File: config.mk
export PLATFORM = sky130hd
export DESIGN_NAME = byte_fifo_with_delimiter_search_core
export DESIGN_NICKNAME = d
export VERILOG_FILES = /design/src/rtl/core/bfds_pkg.sv /design/src/rtl/core/bfds_ram.sv /design/src/rtl/core/byte_fifo_with_delimiter_search_core.sv
export SDC_FILE = /design/constraint.sdc
export NUM_CORES = 2
export LEC_CHECK = 0
export BUFFER_PORTS_ARGS = -buffer_cell sky130_fd_sc_hd__buf_2
export CAP_MARGIN = 20
export CORE_ASPECT_RATIO = 1.5
export CORE_MARGIN = 2
export CORE_UTILIZATION = 57
export CTS_CLUSTER_SIZE = 25
export DETAILED_ROUTE_END_ITERATION = 6
export GPL_ROUTABILITY_DRIVEN = 0
export PLACE_DENSITY = 0.76
export SYNTH_ARGS = -nofsm -noshare
export SYNTH_HDL_FRONTEND = slang
export SYNTH_HIERARCHICAL = 1
export SYNTH_SLANG_ARGS = --single-unit
File: constraint.sdc
create_clock -name clk -period 5.4 [get_ports clk]
set_clock_uncertainty 0.05 [all_clocks]
set_input_delay 0 -clock clk [delete_from_list [all_inputs] [get_ports clk]]
set_output_delay 0 -clock clk [all_outputs]
set_load 0.005 [all_outputs]
File: src/rtl/core/bfds_pkg.sv
package bfds_pkg;

  localparam int CNT_W    = 9;
  localparam int BYTE_W   = 8;
  localparam int IN_W     = 16;
  localparam int OUT_W    = 48;
  localparam int ADDR_W   = 3;
  localparam int APB_W    = 32;

  localparam logic [CNT_W-1:0] BURST_MAX     = 9'd511;
  localparam logic [CNT_W-1:0] CAPACITY_RST  = 9'd256;
  localparam logic             REG_CAPACITY  = 1'b0;

  typedef enum logic [1:0] {
    OP_PUSH   = 2'd0,
    OP_POP    = 2'd1,
    OP_SEARCH = 2'd2,
    OP_CLEAR  = 2'd3
  } op_t;

  typedef enum logic [2:0] {
    ST_IDLE = 3'b001,
    ST_SCAN = 3'b010,
    ST_RESP = 3'b100
  } state_t;

  function automatic logic [OUT_W-1:0] pack_result(
    input logic              acc,
    input logic [BYTE_W-1:0] rbyte,
    input logic [CNT_W-1:0]  found,
    input logic [CNT_W-1:0]  moved,
    input logic [CNT_W-1:0]  fill,
    input logic [CNT_W-1:0]  free
  );
    return {3'b000, free, fill, moved, found, rbyte, acc};
  endfunction

endpackage

File: src/rtl/core/bfds_ram.sv
module bfds_ram #(
  parameter int DEPTH = 256,
  parameter int AW    = 8
) (
  input  logic          clk,
  input  logic          we,
  input  logic [AW-1:0] waddr,
  input  logic [7:0]    wdata,
  input  logic          re,
  input  logic [AW-1:0] raddr,
  output logic [7:0]    rdata
);

  logic [7:0] mem [DEPTH];

  always_ff @(posedge clk) begin
    if (we) begin
      mem[waddr] <= wdata;
    end
  end

  always_ff @(posedge clk) begin
    if (re) begin
      rdata <= mem[raddr];
    end
  end

endmodule

File: src/rtl/core/byte_fifo_with_delimiter_search_core.sv
// Push and clear: result registered on the accepting edge.
// Pop: the byte store read is registered, then the result in the response state.
// Search: the scan reads one stored byte per cycle through the single read port
// and stops at the first match; an empty fifo is not scanned.
// Synchronous active-high reset clears pointers, counts and the output valid;
// capacity returns to 256. Stored bytes are not cleared.
module byte_fifo_with_delimiter_search_core #(
  parameter int DEPTH = 256
) (
  input  logic                          clk,
  input  logic                          rst,
  // s_tdata: operation[1:0], data_byte[9:2]
  input  logic                          s_tvalid,
  output logic                          s_tready,
  input  logic [bfds_pkg::IN_W-1:0]     s_tdata,
  input  logic                          s_tlast,
  // m_tdata: accepted[0], read_byte[8:1], found_position[17:9],
  //          burst_moved[26:18], fill_level[35:27], free_space[44:36]
  output logic                          m_tvalid,
  input  logic                          m_tready,
  output logic [bfds_pkg::OUT_W-1:0]    m_tdata,
  input  logic                          psel,
  input  logic                          penable,
  input  logic                          pwrite,
  input  logic [bfds_pkg::ADDR_W-1:0]   paddr,
  input  logic [bfds_pkg::APB_W-1:0]    pwdata,
  output logic [bfds_pkg::APB_W-1:0]    prdata,
  output logic                          pready
);

  import bfds_pkg::*;

  localparam int PW = (DEPTH > 1) ? $clog2(DEPTH) : 1;
  localparam int EW = (PW + 1 > CNT_W) ? PW + 1 : CNT_W;
  localparam logic [EW-1:0] DEPTH_E = EW'(DEPTH);

  function automatic logic [PW-1:0] advance(input logic [PW-1:0] p,
                                             input logic [EW-1:0] cap);
    logic [EW-1:0] nx;
    nx = EW'(p) + EW'(1);
    return (nx >= cap) ? '0 : nx[PW-1:0];
  endfunction

  state_t            state;
  logic [PW-1:0]     rd_ptr, wr_ptr, scan_addr;
  logic [CNT_W-1:0]  count, burst, capacity, scan_k;
  logic [BYTE_W-1:0] scan_key;

  logic              pend_acc, pend_pop;
  logic [CNT_W-1:0]  pend_found, pend_moved, pend_fill, pend_free;

  logic              out_valid;
  logic [OUT_W-1:0]  out_data;

  op_t               op;
  logic [BYTE_W-1:0] din;
  logic              accept, out_free, cfg_wr;
  logic [EW-1:0]     cap_ext, cap_use_w;
  logic [CNT_W-1:0]  cap_use;

  logic              acc;
  logic [PW-1:0]     rd_ptr_next, wr_ptr_next;
  logic [CNT_W-1:0]  count_next, burst_next, moved, free_next, burst_inc;

  logic              ram_we, ram_re;
  logic [PW-1:0]     ram_raddr;
  logic [BYTE_W-1:0] ram_rdata;

  logic              match, last_entry, scan_issue;
  logic [CNT_W-1:0]  scan_pos;

  assign op       = op_t'(s_tdata[1:0]);
  assign din      = s_tdata[9:2];
  assign out_free = !out_valid || m_tready;
  assign s_tready = (state == ST_IDLE) && out_free;
  assign accept   = s_tvalid && s_tready;
  assign m_tvalid = out_valid;
  assign m_tdata  = out_data;

  assign pready = 1'b1;
  assign cfg_wr = psel && penable && pwrite && (paddr[2] == REG_CAPACITY);
  assign prdata = (paddr[2] == REG_CAPACITY) ? APB_W'(capacity) : '0;

  // capacity above the storage depth acts as the depth
  assign cap_ext   = EW'(capacity);
  assign cap_use_w = (cap_ext > DEPTH_E) ? DEPTH_E : cap_ext;
  assign cap_use   = cap_use_w[CNT_W-1:0];

  always_comb begin
    acc         = 1'b0;
    rd_ptr_next = rd_ptr;
    wr_ptr_next = wr_ptr;
    count_next  = count;
    burst_next  = burst;
    moved       = '0;
    case (op)
      OP_PUSH: begin
        if (count < cap_use) begin
          acc         = 1'b1;
          wr_ptr_next = advance(wr_ptr, cap_use_w);
          count_next  = count + CNT_W'(1);
        end
      end
      OP_POP: begin
        if (count != '0) begin
          acc         = 1'b1;
          rd_ptr_next = advance(rd_ptr, cap_use_w);
          count_next  = count - CNT_W'(1);
        end
      end
      OP_CLEAR: begin
        rd_ptr_next = '0;
        wr_ptr_next = '0;
        count_next  = '0;
      end
      default: begin
      end
    endcase
    burst_inc = (acc && burst != BURST_MAX) ? burst + CNT_W'(1) : burst;
    if (op == OP_PUSH || op == OP_POP) begin
      if (s_tlast) begin
        moved      = burst_inc;
        burst_next = '0;
      end else begin
        burst_next = burst_inc;
      end
    end
    free_next = (cap_use > count_next) ? cap_use - count_next : '0;
  end

  // scan: ram_rdata holds entry scan_k of the stored bytes
  assign scan_pos   = scan_k + CNT_W'(1);
  assign match      = (ram_rdata == scan_key);
  assign last_entry = (scan_pos == count);
  assign scan_issue = (state == ST_SCAN) && !match && !last_entry;

  assign ram_we    = accept && (op == OP_PUSH) && acc;
  assign ram_re    = (accept && ((op == OP_POP && acc) || (op == OP_SEARCH && count != '0)))
                     || scan_issue;
  assign ram_raddr = (state == ST_IDLE) ? rd_ptr : scan_addr;

  bfds_ram #(
    .DEPTH (DEPTH),
    .AW    (PW)
  ) u_ram (
    .clk   (clk),
    .we    (ram_we),
    .waddr (wr_ptr),
    .wdata (din),
    .re    (ram_re),
    .raddr (ram_raddr),
    .rdata (ram_rdata)
  );

  always_ff @(posedge clk) begin
    if (rst) begin
      state     <= ST_IDLE;
      rd_ptr    <= '0;
      wr_ptr    <= '0;
      count     <= '0;
      burst     <= '0;
      capacity  <= CAPACITY_RST;
      out_valid <= 1'b0;
    end else begin
      if (out_valid && m_tready) begin
        out_valid <= 1'b0;
      end
      case (state)
        ST_IDLE: begin
          if (accept) begin
            rd_ptr <= rd_ptr_next;
            wr_ptr <= wr_ptr_next;
            count  <= count_next;
            burst  <= burst_next;
            if (op == OP_POP || (op == OP_SEARCH && count != '0)) begin
              pend_acc   <= acc;
              pend_pop   <= (op == OP_POP) && acc;
              pend_found <= '0;
              pend_moved <= moved;
              pend_fill  <= count_next;
              pend_free  <= free_next;
              scan_addr  <= advance(rd_ptr, cap_use_w);
              scan_k     <= '0;
              scan_key   <= din;
              state      <= (op == OP_POP) ? ST_RESP : ST_SCAN;
            end else begin
              out_valid <= 1'b1;
              out_data  <= pack_result(acc, '0, '0, moved, count_next, free_next);
            end
          end
        end
        ST_SCAN: begin
          if (match) begin
            pend_found <= scan_pos;
            state      <= ST_RESP;
          end else if (last_entry) begin
            state <= ST_RESP;
          end else begin
            scan_addr <= advance(scan_addr, cap_use_w);
            scan_k    <= scan_pos;
          end
        end
        ST_RESP: begin
          if (out_free) begin
            out_valid <= 1'b1;
            out_data  <= pack_result(pend_acc, pend_pop ? ram_rdata : '0, pend_found,
                                     pend_moved, pend_fill, pend_free);
            state     <= ST_IDLE;
          end
        end
        default: begin
          state <= ST_IDLE;
        end
      endcase
      // register write restarts the fifo, as at initialization
      if (cfg_wr) begin
        capacity <= pwdata[CNT_W-1:0];
        rd_ptr   <= '0;
        wr_ptr   <= '0;
        count    <= '0;
        burst    <= '0;
      end
    end
  end

endmodule

==> impl_metrics.toml <==
[cells_and_area]
syn_to_final_growth_pct = 10.7
finalNonFillerCells = 7107
seq_area_sq_mm = 0.0659
nets = 5008
multi_input_area_sq_mm = 0.0212
layout-drive-gt1-share = 0.205
fin_area_sq_mm = 0.0985
nFillCells = 10094

[setup_path]
crit_type = "reg -> reg"
slowest_stage = "nor2_1"
crit_chain = "clkinv_1, nand2_1, ha_1, a211o_1, a211oi_4, o211ai_1, nor2_1, buf_4, nand4_1, nor2_1"
cp-end-kind = "flip-flop"
start_kind = "flip-flop"
path_buf_inv = 2
arrival_ps = 5290
crit_required_ps = 5770
critPathMostFrequentCell = "nor2_1"
max_stage_delay_ps = 930
critPathMaxFanout = 21
crit_family = "simple AND/OR/NAND/NOR gates"

[grt]
grt_antenna_before_repair = 5
grt_pass1_vias = 47226
grt_overflow = 0
grt_pass1_wl_microns = 313000
grt_usage = 0.270
grt_max_degree = 192

[synth]
yosysSeqAreaShare = 0.741
synth_edf_count = 2164
synth_area_per_cell_sq_um = 19.0
syn_area_sq_mm = 0.0889
synth.most_common_cell = "edfxtp_1"
ys_ff_latch = 2211
synth_largest_area_cell = "edfxtp_1"
synth_flop_cell = "edfxtp_1"
synthTopCellsByCount = "edfxtp_1, mux4_2, nor2_1"
synthArstFlopShare = 0
synth_warnings = 6
synth.top_cells.by_area = "edfxtp_1, mux4_2, mux2i_1, nor2_1, a22oi_1"
synthDistinctLibCells = 97
synth_top_area_share = 0.731
synth_cells = 4679

[die]
dieArea_sq_mm = 0.159
start_util = 0.574
die_x_microns = 327
coreArea_sq_mm = 0.155
rows = 177
dieHeight_microns = 488
io_pins = 142

[place]
post-place-ws_ps = 649
placed_area_sq_mm = 0.0920
port_buffers = 83
hpwl_microns = 135000
dpl.cell_count = 6713

[power]
leakagePower_nw = 30.5
powerDensity_mw_per_mm2 = 443
p_int_w = 0.0311
p_comb_frac = 0.257
ir_drop_uv = 345
clkPwrFrac = 0.303
swShare = 0.286
power_frac_seq = 0.440
p_sw_w = 0.0125

[timing]
clock.fmax_ghz = 0.203
maxSlewViolCount = 0
max_slew_margin = 0.227
final_hold_viol_count = 0
finalCriticalPeriod_ps = 4920
fin_ws_ps = 480
finalSetupViolations = 0
tightest_slew_ps = 1160
rsz0062_at_grt = "no"
post-route-period-util = 0.911
tns_ps = 0

[job]
maxCapViolations = 0

[clock_network]
cts_max_level = 4
cts_resized = 0
cts_hold_buf = 54
cts.path.max_buffers = 3
cts.sinks = 2211
cts_tree = "built"
clk_pin_slew_ps = 70
cts_setup_buffers = 0
root_buffer = "clkbuf_16"
cts_buffers = 185
clock_insertion_delay_worst_skew_ps = 810

[drt]
routed_wl_microns = 215000
ant_nets = 0
wl_per_cell_microns = 30.2
routed_via_density = 6.59
drt_iter0_markers = 5606
vias = 46836
drtPass1Iterations = 6
post-route-drc-count = 0

[hold_path]
hp-class = "in -> reg"

[run_status]
status = "finished clean"
cell families (layout without fill, tap and decap cells):
logic type	count (synthesis)	in the layout	share of synthesized area
buffers and inverters	340	680	0.0224
and+or+nand+nor	830	830	0.0439
DFF	2211	2211	0.741
AOI/OAI and AO/OA	590	590	0.0474
muxes	601	601	0.132
xor gates and xnor gates	52	52	0.00543
other	2	32	0.0000844
adders and majority gates	53	53	0.00754
routing by layer:
layer  vias up  global-route usage  wire, microns
li1      19505                   -              -
met1     24160               0.319          72000
met2      2560               0.475         112000
met3       611              0.0442          16900
met4         0               0.144          13400
met5         -                   0              0
state kept, by name, indices dropped and copies added (netlist names), 9 cells and up:
name	count
u_ram/mem	2048
m_tdata	45
burst	9
cap_ext	9
count	9
pend_fill	9
pend_found	9
pend_free	9
pend_moved	9
scan_k	9
per-stage QoR:
stage	util	total power, W	hold slack (ps)
finish	0.635	0.0436	194
global route	0.635	0.0448	182
CTS	0.635	0.0437	149
detailed placement	0.593	0.0306	195
global placement	0.593	0.0305	191
floorplan	-	0.0271	48.9
worst reg2reg max path, delay by kind of cell (launching register included):
kind	cells	cell delay [ps]
fa+ha+maj	1	320
simple gates	4	2220
buf+inv	2	580
compound gates	3	910
flops	1	420
power by group through the flow:
stage | Clock, W | Combinational [W] | Sequential (W)
after floorplan | 0 | 0.00756 | 0.0195
after detailed placement | 0 | 0.0110 | 0.0196
after global placement | 0 | 0.0109 | 0.0196
after CTS | 0.0134 | 0.0111 | 0.0192
final | 0.0132 | 0.0112 | 0.0192
after global routing | 0.0140 | 0.0116 | 0.0192
worst paths after layout:
kind	start	to	slack (ps)	cells after the start
max	cap_ext[8]$_SDFFE_PP1P_	u_ram/mem[199][1]$_DFFE_PP_	480	10
min	m_tready	state[1]$_SDFFE_PP0P_	190	6
min reg2reg	burst[7]$_SDFFE_PP0P_	burst[7]$_SDFFE_PP0P_	460	2
max reg2reg	cap_ext[8]$_SDFFE_PP1P_	u_ram/mem[199][1]$_DFFE_PP_	480	10
placed cells by master, fill, tap and decap left out, types with 22 or more instances in the layout:
cell / instances
nand3_1: 61
clkinv_2: 29
xnor2_1: 22
mux2i_1: 136
nor2b_1: 48
nor3_1: 35
a211oi_1: 24
edfxtp_1: 2164
dfxtp_1: 47
mux4_2: 454
a22oi_1: 136
o221ai_1: 46
ha_1: 52
nor2_1: 346
o21ai_0: 38
buf_2: 75
xor2_1: 28
nand2_1: 158
a21oi_1: 139
clkinv_1: 41
clkbuf_1: 35
inv_1: 34
dlygate4sd3_1: 54
nor4_1: 30
buf_12: 28
clkbuf_16: 191
conb_1: 27
buf_4: 144
o22ai_1: 33
cell type report:
| type | instances | share of cell area |
|---|---|---|
| antenna | 5 | 0.000127 |
| sequential | 2211 | 0.669 |
| inverter | 36 | 0.00137 |
| multi-input combinational | 2153 | 0.215 |
| tap | 2058 | 0.0261 |
| timing repair buffer | 309 | 0.0271 |
| clock inverter | 103 | 0.00980 |
| clock buffer | 232 | 0.0507 |
Note: power is estimated with default switching activity, not from simulation.
